<file path="src/rtl/tmc_pkg.sv">
// Shared types and register codes for the truncated multiplier with correction.
package tmc_pkg;

    localparam int OPERAND_PORT_BITS = 8;
    localparam int PRODUCT_PORT_BITS = 8;
    localparam int CFG_DATA_BITS     = 4;
    localparam int HYBRID_MAX        = 15;

    typedef enum logic [0:0] {
        REG_METHOD      = 1'b0,
        REG_HYBRID_BITS = 1'b1
    } cfg_index_t;

    typedef enum logic [1:0] {
        METH_NONE     = 2'd0,
        METH_CONSTANT = 2'd1,
        METH_VARIABLE = 2'd2,
        METH_HYBRID   = 2'd3
    } method_t;

    typedef struct packed {
        method_t    method;
        logic [3:0] hybrid_bits;
    } corr_cfg_t;

endpackage

</file>
<file path="src/rtl/tmc_datapath.sv">
// Truncated partial-product sum, correction and saturation, purely combinational.
module tmc_datapath import tmc_pkg::*; #(
    parameter int MULTIPLICAND_BITS = 8,
    parameter int MULTIPLIER_BITS   = 8,
    parameter int PRODUCT_BITS      = 8,
    parameter int KEPT_COLUMNS      = 2
) (
    input  logic [MULTIPLICAND_BITS-1:0] a,
    input  logic [MULTIPLIER_BITS-1:0]   b,
    input  corr_cfg_t                    cfg,
    output logic [PRODUCT_PORT_BITS-1:0] product
);

    localparam int M    = MULTIPLICAND_BITS;
    localparam int N    = MULTIPLIER_BITS;
    localparam int F    = PRODUCT_BITS + KEPT_COLUMNS;
    localparam int D    = M + N - F;
    localparam int SW   = ((F > 7) ? F : 7) + 3;
    localparam int EW   = M + SW;
    localparam int BS   = (N < F) ? N : F - 1;
    localparam int FIRST = N - BS + 1;
    localparam int VCNT = N - FIRST;
    localparam int PL   = (VCNT > HYBRID_MAX + 1) ? VCNT : HYBRID_MAX + 1;
    localparam int CNTW = $clog2(PL + 1);
    localparam int VAR_OFS = (KEPT_COLUMNS >= 1) ? ((1 << (KEPT_COLUMNS - 1)) - 1) : 0;
    localparam logic [SW-1:0] PMAX = SW'((64'd1 << PRODUCT_BITS) - 64'd1);

    // Rounded constant in units of 2^-F, nb quarter units removed; ties to even
    // unless the D-1+2^-D term carries a fraction beyond the tie.
    function automatic int const_part(input int nb);
        int  i4;
        int  fl;
        int  rem;
        int  res;
        bit  extra;
        i4    = 2 * ((1 << KEPT_COLUMNS) - 1) - nb;
        extra = 1'b0;
        if (D >= 1)
        begin
            i4    = i4 + D - 1;
            extra = 1'b1;
        end
        if (i4 >= 0)
            fl = i4 / 4;
        else
            fl = -((-i4 + 3) / 4);
        rem = i4 - 4 * fl;
        res = fl;
        if (rem == 3)
            res = fl + 1;
        else if (rem == 2)
        begin
            if (extra || (fl % 2 != 0))
                res = fl + 1;
        end
        return res;
    endfunction

    logic signed [SW-1:0] const_tab [HYBRID_MAX+1];

    for (genvar g = 0; g <= HYBRID_MAX; g++)
    begin : g_const
        assign const_tab[g] = SW'(const_part(g));
    end

    // ANDed bit pairs of the first discarded column, t = FIRST + k
    logic [PL-1:0] pair;

    for (genvar k = 0; k < PL; k++)
    begin : g_pair
        localparam int T  = FIRST + k;
        localparam int AI = D - 1 - T;
        if (T >= 0 && T < N && AI >= 0 && AI < M)
        begin : g_in
            assign pair[k] = b[T] & a[AI];
        end
        else
        begin : g_out
            assign pair[k] = 1'b0;
        end
    end

    logic [SW-1:0]        psum;
    logic [CNTW-1:0]      vcnt;
    logic [CNTW-1:0]      hcnt;
    logic signed [SW-1:0] corr;
    logic signed [SW-1:0] sum;
    logic [SW-1:0]        mag;
    logic [SW-1:0]        sat;

    always_comb
    begin
        logic [EW-1:0] term;
        psum = '0;
        for (int j = 0; j < N; j++)
        begin
            if (j - D >= 0)
                term = EW'(a) << (j - D);
            else
                term = EW'(a) >> (D - j);
            if (b[j])
                psum = psum + term[SW-1:0];
        end
    end

    always_comb
    begin
        vcnt = '0;
        hcnt = '0;
        for (int k = 0; k < PL; k++)
        begin
            if (k < VCNT)
                vcnt = vcnt + CNTW'(pair[k]);
            if (CNTW'(k) < CNTW'(cfg.hybrid_bits))
                hcnt = hcnt + CNTW'(pair[k]);
        end
    end

    always_comb
    begin
        case (cfg.method)
            METH_NONE:     corr = '0;
            METH_CONSTANT: corr = const_tab[0];
            METH_VARIABLE: corr = SW'(VAR_OFS) + signed'(SW'(vcnt));
            METH_HYBRID:   corr = const_tab[cfg.hybrid_bits] + signed'(SW'(hcnt));
            default:       corr = '0;
        endcase
    end

    always_comb
    begin
        sum = signed'(psum) + corr;
        mag = sum[SW-1] ? '0 : unsigned'(sum);
        mag = mag >> KEPT_COLUMNS;
        sat = (mag > PMAX) ? PMAX : mag;
    end

    assign product = sat[PRODUCT_PORT_BITS-1:0];

endmodule

</file>
<file path="src/rtl/truncated_multiplier_corrected.sv">
// Top level: operand register, correction datapath and product register.
//
//  channel   | signals                           | transfer
//  ----------+-----------------------------------+-------------------------------
//  request   | start, busy, multiplicand,        | edge with start high, busy low
//            | multiplier                        |
//  result    | done, product                     | done high for one cycle
//  config    | wr_en, wr_index, wr_data          | edge with wr_en high
//
// One request per clock. The request edge loads the operand register and the
// next edge loads the product register after one pass of the multiplier array,
// so the product is shown in the following cycle. busy stays low. Reset clears
// the strobes and both configuration registers. The receiver cannot stall; each
// product is shown for exactly one cycle.
module truncated_multiplier_corrected import tmc_pkg::*; #(
    parameter int MULTIPLICAND_BITS = 8,
    parameter int MULTIPLIER_BITS   = 8,
    parameter int PRODUCT_BITS      = 8,
    parameter int KEPT_COLUMNS      = 2
) (
    input  logic                         clk,
    input  logic                         rst_n,
    input  logic                         start,
    output logic                         busy,
    input  logic [OPERAND_PORT_BITS-1:0] multiplicand,
    input  logic [OPERAND_PORT_BITS-1:0] multiplier,
    output logic                         done,
    output logic [PRODUCT_PORT_BITS-1:0] product,
    input  logic                         wr_en,
    input  logic                         wr_index,
    input  logic [CFG_DATA_BITS-1:0]     wr_data
);

    localparam int M = MULTIPLICAND_BITS;
    localparam int N = MULTIPLIER_BITS;

    corr_cfg_t                    cfg_reg;
    logic                         stage_valid_reg;
    logic [M-1:0]                 a_reg;
    logic [N-1:0]                 b_reg;
    logic [M-1:0]                 a_next;
    logic [N-1:0]                 b_next;
    logic                         done_reg;
    logic [PRODUCT_PORT_BITS-1:0] product_reg;
    logic [PRODUCT_PORT_BITS-1:0] product_next;

    // operand bits above the port width read as zero
    for (genvar i = 0; i < M; i++)
    begin : g_a
        if (i < OPERAND_PORT_BITS)
        begin : g_in
            assign a_next[i] = multiplicand[i];
        end
        else
        begin : g_out
            assign a_next[i] = 1'b0;
        end
    end

    for (genvar i = 0; i < N; i++)
    begin : g_b
        if (i < OPERAND_PORT_BITS)
        begin : g_in
            assign b_next[i] = multiplier[i];
        end
        else
        begin : g_out
            assign b_next[i] = 1'b0;
        end
    end

    always_ff @(posedge clk or negedge rst_n)
    begin
        if (!rst_n)
        begin
            cfg_reg.method      <= METH_NONE;
            cfg_reg.hybrid_bits <= '0;
        end
        else if (wr_en)
        begin
            case (cfg_index_t'(wr_index))
                REG_METHOD:      cfg_reg.method      <= method_t'(wr_data[1:0]);
                REG_HYBRID_BITS: cfg_reg.hybrid_bits <= wr_data[3:0];
                default:         cfg_reg             <= cfg_reg;
            endcase
        end
    end

    always_ff @(posedge clk or negedge rst_n)
    begin
        if (!rst_n)
        begin
            stage_valid_reg <= 1'b0;
            done_reg        <= 1'b0;
        end
        else
        begin
            stage_valid_reg <= start & ~busy;
            done_reg        <= stage_valid_reg;
        end
    end

    always_ff @(posedge clk)
    begin
        if (start && !busy)
        begin
            a_reg <= a_next;
            b_reg <= b_next;
        end
        if (stage_valid_reg)
            product_reg <= product_next;
    end

    tmc_datapath #(
        .MULTIPLICAND_BITS (MULTIPLICAND_BITS),
        .MULTIPLIER_BITS   (MULTIPLIER_BITS),
        .PRODUCT_BITS      (PRODUCT_BITS),
        .KEPT_COLUMNS      (KEPT_COLUMNS)
    ) u_datapath (
        .a       (a_reg),
        .b       (b_reg),
        .cfg     (cfg_reg),
        .product (product_next)
    );

    assign busy    = 1'b0;
    assign done    = done_reg;
    assign product = product_reg;

endmodule

</file>
<file path="config.mk">
export PLATFORM = sky130hd
export DESIGN_NAME = truncated_multiplier_corrected
export DESIGN_NICKNAME = d
export VERILOG_FILES = /design/src/rtl/tmc_pkg.sv /design/src/rtl/tmc_datapath.sv /design/src/rtl/truncated_multiplier_corrected.sv
export SDC_FILE = /design/constraint.sdc
export NUM_CORES = 1
export LEC_CHECK = 0
export ABC_AREA = 1
export BUFFER_PORTS_ARGS = -buffer_cell sky130_fd_sc_hd__buf_4
export CAP_MARGIN = 5
export CORE_MARGIN = 3
export CORE_UTILIZATION = 41
export DETAILED_ROUTE_END_ITERATION = 10
export GPL_TIMING_DRIVEN = 0
export HOLD_SLACK_MARGIN = 0.05
export PLACE_DENSITY = 0.69
export SKIP_CTS_REPAIR_TIMING = 1
export SYNTH_ARGS = -nofsm -noshare
export SYNTH_HDL_FRONTEND = slang
export SYNTH_SLANG_ARGS = --single-unit
</file>
<file path="constraint.sdc">
create_clock -name clk -period 11.3 [get_ports clk]
set_clock_uncertainty 0.1 [all_clocks]
set_input_delay 2.26 -clock clk [delete_from_list [all_inputs] [get_ports clk]]
set_output_delay 2.26 -clock clk [all_outputs]
set_load 0.01 [all_outputs]
</file>
==> results of run 1 <==
[placed cells by master (no fill, tap or decap), types with 2 or more instances in the layout]
cell | netlist | routed
nand2_1 | 152 | 152
inv_1 | 104 | 104
ha_1 | 66 | 66
o21ai_0 | 42 | 42
a21oi_1 | 34 | 34
buf_4 | 1 | 34
nand3_1 | 32 | 32
nor2_1 | 31 | 31
edfxtp_1 | 24 | 24
xor2_1 | 16 | 16
fa_1 | 10 | 10
nand3_2 | 8 | 8
dfrtp_1 | 8 | 8
o21ai_2 | 7 | 7
a31oi_1 | 6 | 6
xnor2_1 | 6 | 6
nand4_1 | 6 | 6
nand2_2 | 6 | 6
or2_2 | 5 | 5
clkbuf_8 | 0 | 5
o21bai_1 | 3 | 3
buf_2 | 3 | 3
inv_2 | 3 | 3
o21ai_1 | 3 | 3
nand3b_1 | 3 | 3
and2_1 | 3 | 3
mux2_2 | 2 | 2
nor2_2 | 2 | 2
or2_1 | 2 | 2
a21boi_0 | 2 | 2
a21o_1 | 2 | 2
nand2_4 | 2 | 2
o21a_1 | 2 | 2
clkinvlp_4 | 0 | 2
[where the power goes]
| part | internal, mW | switching [mW] |
|---|---|---|
| clock network | 0.0436 | 0.0472 |
| registers | 0.157 | 0.0174 |
| logic | 0.239 | 0.339 |
| total | 0.440 | 0.404 |
[through the flow]
step,cell area [µm²],hold slack (ns),instances,utilization
after floorplan,4350,0.375,605,-
after global placement,4760,0.410,771,0.474
after detailed placement,4760,0.421,771,0.474
after CTS,4850,0.439,779,0.483
after global routing,4850,0.500,779,0.483
final,4850,0.428,779,0.483
[worst register-to-register path: cells and delay by family (launching register included)]
kind	cells	cell delay, ns
xor gates and xnor gates	1	0.12
adders and majority gates	9	3.29
DFF	1	0.64
and+or+nand+nor	16	1.67
AOI/OAI and AO/OA	13	2.28
buffers and inverters	9	0.59
[routing by layer]
metal,up-vias,track usage,wire (µm)
met1,1739,0.225,4430
li1,2063,-,-
met5,-,0,0
met3,13,0.0261,285
met4,0,0.0406,105
met2,57,0.288,4390
[cell families after synthesis]
kind of cell	Yosys count	synth area share
adders and majority gates	76	0.236
xor gates and xnor gates	22	0.0443
muxes	3	0.00748
DFF	32	0.212
and+or+nand+nor	254	0.261
other	1	0.000862
buffers and inverters	112	0.0990
AOI/OAI and AO/OA	105	0.140
[worst max path at each step]
stage / from / end / slack [ns] / cells past startpoint
after floorplan: a_reg[6] / product[2] / 3.35 / 48
after global placement: a_reg[6] / product[3] / 2.62 / 50
after detailed placement: a_reg[6] / product[5] / 2.37 / 48
after CTS: a_reg[6] / product[5] / 2.32 / 48
after global routing: a_reg[6] / product[0] / 1.46 / 50
final: a_reg[6] / product[5] / 2.35 / 48
[area by class of cell]
| class | count | area, µm² | area share |
|---|---|---|---|
| Multi-Input combinational cell | 461 | 3000 | 0.617 |
| Sequential cell | 32 | 921 | 0.190 |
| Inverter | 108 | 408 | 0.0840 |
| Timing Repair Buffer | 33 | 248 | 0.0510 |
| Tap cell | 133 | 166 | 0.0343 |
| Clock buffer | 5 | 68.8 | 0.0142 |
| Clock inverter | 3 | 23.8 | 0.00490 |
| Buffer | 4 | 22.5 | 0.00464 |
==> impl_metrics.json, run 1 <==
{
  "status": "finished clean",
  "hold_viol": 0,
  "clkTransAtPathRegs_ns": 0.08,
  "setup_viol": 0,
  "cp-end-kind": "register",
  "die_y_um": 109,
  "drcViolationCount": 0,
  "hold_class": "register to register",
  "via_count": 3872,
  "root_buffer": "clkbuf_8",
  "path_buf_inv": 9,
  "holdCritStartpoint": "cfg_reg[0]",
  "reg2reg_depth": 48,
  "start_kind": "register",
  "syn_nets": 706,
  "h-tree-depth": 2,
  "synth_area_um2": 4350,
  "dpl.hpwl_um": 7870,
  "required_ns": 11.23,
  "grt_pass1_wl_um": 16400,
  "hold_end": "cfg_reg[0]",
  "netlist_top_cells_count": "152 x nand2_1, 104 x inv_1, 66 x ha_1",
  "timing.fmax_ghz": 0.112,
  "num_rows": 36,
  "synth.most_common_cell": "nand2_1",
  "synth_area_leader_cell": "ha_1",
  "finalWirelength_um": 9210,
  "ys_ff_latch": 32,
  "rrSetupSlack_ns": 2.35,
  "post-route-min-period_ns": 8.95,
  "cts_tree": "yes",
  "synth_top_area_frac": 0.190,
  "initialDrtViolationCount": 146,
  "critPathMaxStageDelay_ns": 0.64,
  "start_util": 0.433,
  "fin_crit_sh": 0.792,
  "grt_pass1_vias": 3813,
  "total_power_uw": 844,
  "setup_tns_ns": 0,
  "pre_cts_slack_ns": 2.37,
  "clk_path_buf_depth": 2,
  "synth.distinct_cells": 41,
  "synth_top_flop_cell": "edfxtp_1",
  "ir_worst_vdd_mv": 0.0781,
  "worstSetupPathType": "register to register",
  "area_growth_pct": 11.7,
  "crit_family": "adder cells",
  "layout_setup_ws_ns": 2.35,
  "power_density_nw_per_um2": 174,
  "cts_buffers": 5,
  "num_antenna_cells": 0,
  "reg2reg_to": "product[5]",
  "rsz0062_at_grt": "false",
  "insertion_delay_ns": 0.29,
  "io_buffers": 33,
  "core-area_um2": 10000,
  "maxCapViolCount": 0,
  "cts.sinks": 32,
  "synth_edf_count": 24,
  "drive_above_1_share": 0.128,
  "cp.arrival_ns": 8.89,
  "synthArstFlopShare": 0.250,
  "place_congestion": 0.854,
  "cpMaxStageDelayCell": "edfxtp_1",
  "io_pins": 35,
  "hold_depth": 2,
  "die_area_um2": 11900,
  "ys_warn_count": 0,
  "grt_use_total": 0.169,
  "wl_per_cell_um": 11.8,
  "synthTopCellsByArea": "ha_1 19%, edfxtp_1 17%, nand2_1 13%, inv_1 9.0%, o21ai_0 4.8%",
  "reg2reg_from": "a_reg[6]",
  "avgSynthCellArea_um2": 7.19,
  "crit_top_cell": "inv_1",
  "antenna_found_initial": 0,
  "critPathMaxFanout": 10,
  "grt_start_max_net_pins": 18,
  "vias_per_cell": 4.97,
  "antenna_left": 0,
  "die-width_um": 109,
  "final_nets": 746,
  "grt_overflow": 0,
  "seq_area_frac_synth": 0.212,
  "slew_viol_final": 0,
  "first_pass_iters": 4,
  "syn_inst": 605,
  "p_leak_nw": 2.64,
  "fillers": 995
}
No activity file was read; power rests on OpenSTA's default activity.
==> inputs of run 2 (changes only) <==
- clock period: 11.3 -> 8.6 ns (I/O delays scaled with it)
==> impl_metrics.json, run 2 (synthesis results as in run 1) <==
{
  "cts_tree": "yes",
  "clockPowerShare": 0.093,
  "p_comb_frac": 0.731,
  "core-area_um2": 10000,
  "worstSetupPathType": "register to register",
  "p_seq_frac": 0.176,
  "status": "finished clean",
  "power_density_nw_per_um2": 245,
  "wl_met2_um": 4870,
  "cp.arrival_ns": 8.17,
  "die_y_um": 109,
  "grt_start_max_net_pins": 18,
  "root_buffer": "clkbuf_8",
  "grt_pass1_vias": 3813,
  "insertion_delay_ns": 0.30,
  "io_pins": 35,
  "hold_viol": 0,
  "final_common_cell": "nand2_1",
  "cts_buffers": 5,
  "h-tree-depth": 2,
  "via_count": 4025,
  "fin_crit_sh": 0.957,
  "critPathMaxStageDelay_ns": 0.55,
  "slew_headroom": 0.610,
  "timing.fmax_ghz": 0.121,
  "drcViolationCount": 0,
  "cpMaxStageDelayCell": "fa_2",
  "drt-met1-wl_um": 4630,
  "p_leak_nw": 2.76,
  "fillers": 942,
  "start_kind": "register",
  "vias_per_cell": 5.04,
  "final_nets": 765,
  "reg2reg_to": "product[5]",
  "die_area_um2": 11900,
  "cp-end-kind": "register",
  "reg2reg_depth": 45,
  "place_congestion": 0.854,
  "clkTransAtPathRegs_ns": 0.08,
  "reg2reg_from": "a_reg[6]",
  "grt_overflow": 0,
  "holdCritStartpoint": "cfg_reg[0]",
  "dpl.hpwl_um": 7870,
  "first_pass_iters": 4,
  "setup_viol": 0,
  "start_util": 0.433,
  "initialDrtViolationCount": 145,
  "cts.sinks": 32,
  "power.internal_uw": 680,
  "post-route-min-period_ns": 8.23,
  "clk_path_buf_depth": 2,
  "p_sw_frac": 0.474,
  "fin_util": 0.526,
  "hold_end": "cfg_reg[0]",
  "dpl_cell_area_um2": 4760,
  "finalWirelength_um": 9970,
  "rrSetupSlack_ns": 0.37,
  "crit_top_cell": "inv_1",
  "wl_met3_um": 351,
  "wl_per_cell_um": 12.5,
  "layout_setup_ws_ns": 0.366,
  "drive_above_1_share": 0.236,
  "maxCapViolCount": 0,
  "layout_common_cells": "148 x nand2_1, 95 x inv_1, 55 x ha_1, 53 x buf_4, 30 x nand3_1",
  "p_switching_uw": 613,
  "hold_depth": 2,
  "grt_use_total": 0.169,
  "pre_cts_slack_ns": -0.327,
  "num_antenna_cells": 0,
  "grt_pass1_wl_um": 16400,
  "design_area_um2": 5280,
  "io_buffers": 33,
  "antenna_left": 0,
  "die-width_um": 109,
  "worst_pin_slew_ns": 0.586,
  "critPathMaxFanout": 8,
  "slew_viol_final": 0,
  "ir_worst_vdd_mv": 0.108,
  "num_rows": 36,
  "required_ns": 8.54,
  "total_power_mw": 1.29,
  "routed.top_layer": "met4",
  "antenna_found_initial": 0,
  "hold_class": "register to register",
  "area_growth_pct": 21.5
}
[run 2: cell type report]
cell class	instances	area, µm²	area share
multi-input cells	461	3280	0.621
clock inverters	3	23.8	0.00450
flip-flops and latches	32	921	0.174
clock buffers	5	68.8	0.0130
repair buffers	52	390	0.0739
plain buffers	4	22.5	0.00426
well taps	133	166	0.0315
inverters	108	408	0.0772
[run 2: power by group through the flow]
| stage | registers, mW | clock network, mW | logic (mW) |
|---|---|---|---|
| 5_1_grt | 0.232 | 0.131 | 1.07 |
| 4_1_cts | 0.231 | 0.124 | 0.763 |
| 2_1_floorplan | 0.236 | 0 | 0.584 |
| 3_5_place_dp | 0.234 | 0 | 0.756 |
| 3_3_place_gp | 0.232 | 0 | 0.725 |
| 6_report | 0.228 | 0.120 | 0.945 |
[run 2: stage by stage]
step,hold WS (ns),setup TNS (ns),std cells
3_3_place_gp,0.410,-0.617,771
3_5_place_dp,0.421,-2.48,771
2_1_floorplan,0.375,0,605
4_1_cts,0.439,-2.90,779
6_report,0.428,0,798
5_1_grt,0.500,-1.13,798
[run 2: per-layer routing]
metal	vias to the layer above	track usage
met3	11	0.0261
met2	74	0.288
met1	1832	0.225
li1	2108	-
met4	0	0.0406
met5	-	0
[run 2: worst max-delay path: cells and delay by family, from the launching register on]
| kind | cells | cell delay (ns) |
|---|---|---|
| compound gates | 15 | 2.24 |
| xor+xnor | 1 | 0.18 |
| fa+ha+maj | 9 | 3.21 |
| buf+inv | 8 | 0.52 |
| flops | 1 | 0.41 |
| simple gates | 12 | 1.35 |
[run 2: how the worst max path moves through the flow]
stage                             to  slack (ns)  startpoint
after global placement    product[3]       -0.08    a_reg[6]
after global routing      product[7]       -0.15    b_reg[0]
after CTS                 product[5]       -0.38    a_reg[6]
final                     product[5]        0.37    a_reg[6]
after floorplan           product[2]        0.65    a_reg[6]
after detailed placement  product[5]       -0.33    a_reg[6]
==> inputs of run 3 (changes only) <==
- CORE_ASPECT_RATIO: not set -> 1.2
- GPL_TIMING_DRIVEN: 0 -> not set
==> impl_metrics.json, run 3 (synthesis results as in run 1) <==
{
  "finalWirelength_um": 9710,
  "fin_crit_sh": 0.946,
  "timing.fmax_ghz": 0.123,
  "h-tree-depth": 2,
  "layout_common_cells": "147 x nand2_1, 101 x inv_1, 58 x ha_1, 43 x buf_4, 31 x nand3_1",
  "crit_family": "adder cells",
  "power_density_nw_per_um2": 250,
  "p_leak_nw": 2.74,
  "reg2reg_from": "a_reg[6]",
  "cp-end-kind": "register",
  "maxCapViolCount": 0,
  "num_rows": 40,
  "io_buffers": 33,
  "root_buffer": "clkbuf_16",
  "drive_above_1_share": 0.199,
  "initialDrtViolationCount": 181,
  "critPathMaxStageDelay_ns": 0.44,
  "grt_start_max_net_pins": 18,
  "placedCellCount": 764,
  "pre_cts_slack_ns": -0.0392,
  "vias_per_cell": 5.12,
  "cts.sinks": 32,
  "area_growth_pct": 19.1,
  "io_pins": 35,
  "worstSetupPathType": "register to register",
  "die-width_um": 100,
  "cpMaxStageDelayCell": "fa_1",
  "path_buf_inv": 9,
  "grt_pass1_vias": 3761,
  "drcViolationCount": 0,
  "via_count": 3986,
  "grt_overflow": 0,
  "fin_hold_ws_ns": 0.425,
  "die_area_um2": 11900,
  "setup_viol": 0,
  "cp.arrival_ns": 8.06,
  "final_nets": 753,
  "cts_buffers": 5,
  "start_util": 0.428,
  "slew_viol_final": 0,
  "final_common_cell": "nand2_1",
  "hold_class": "register to register",
  "antenna_found_initial": 0,
  "setup_tns_ns": 0,
  "clkTransAtPathRegs_ns": 0.06,
  "num_antenna_cells": 0,
  "critPathLaunch": "a_reg[6]",
  "post-route-min-period_ns": 8.13,
  "reg2reg_depth": 49,
  "core-area_um2": 10200,
  "insertion_delay_ns": 0.28,
  "path_depth": 49,
  "required_ns": 8.52,
  "status": "finished clean",
  "hold_viol": 0,
  "worst_pin_slew_ns": 0.524,
  "hold_depth": 2,
  "dpl.hpwl_um": 7870,
  "crit_top_cell": "inv_1",
  "layout_setup_ws_ns": 0.466,
  "fin_util": 0.510,
  "holdCritStartpoint": "cfg_reg[0]",
  "ir_worst_vdd_mv": 0.130,
  "grt_pass1_wl_um": 16100,
  "grt_use_total": 0.162,
  "clk_path_buf_depth": 2,
  "wl_per_cell_um": 12.5,
  "critPathMaxFanout": 8,
  "cts_tree": "yes",
  "first_pass_iters": 4,
  "instances_no_fill": 779,
  "slew_headroom": 0.651,
  "antenna_left": 0,
  "place_congestion": 0.917,
  "start_kind": "register",
  "die_y_um": 119
}
run 3: cell types whose count changed in the layout (fill, tap and decap cells not counted), sizes merged:
| cell | change |
|---|---|
| buf | -12 |
run 3: final cells by class:
type | instances | area (µm²)
inverter | 108 | 408
tap | 126 | 158
timing repair buffer | 44 | 334
clock inverter | 3 | 23.8
clock buffer | 5 | 125
multi-input combinational | 461 | 3210
fill | 953 | 4980
sequential | 32 | 921
run 3: worst paths after layout:
path	to	slack [ns]
max	product[2]	0.47
min	cfg_reg[0]	0.42
max reg2reg	product[2]	0.47
min reg2reg	cfg_reg[0]	0.42
max in group asynchronous	cfg_reg[3]	7.12
min in group asynchronous	cfg_reg[2]	1.15
run 3: routing by layer:
layer,vias to the layer above,GRT usage,wire length (µm)
li1,2080,-,-
met1,1819,0.197,4120
met2,72,0.292,5060
met3,15,0.0248,383
met4,0,0.0472,146
met5,-,0,0
run 3: stage by stage:
| stage | cell area [µm²] | total power [mW] |
|---|---|---|
| after global placement | 4760 | 0.962 |
| after CTS | 4910 | 1.17 |
| after detailed placement | 4760 | 0.989 |
| after global routing | 5180 | 1.42 |
| after floorplan | 4350 | 0.820 |
| final | 5180 | 1.29 |
run 3: worst reg2reg max path, delay by kind of cell, from the launching register on:
family                     cells  cell delay, ns
and+or+nand+nor               15            1.62
buffers and inverters          9            0.63
DFF                            1            0.40
AOI/OAI and AO/OA             15            2.20
xor gates and xnor gates       1            0.14
adders and majority gates      9            2.78
run 3: where the power goes:
part	switching, mW	internal [mW]	total, mW
logic	0.506	0.381	0.887
registers	0.0198	0.207	0.227
clock network	0.0719	0.108	0.180
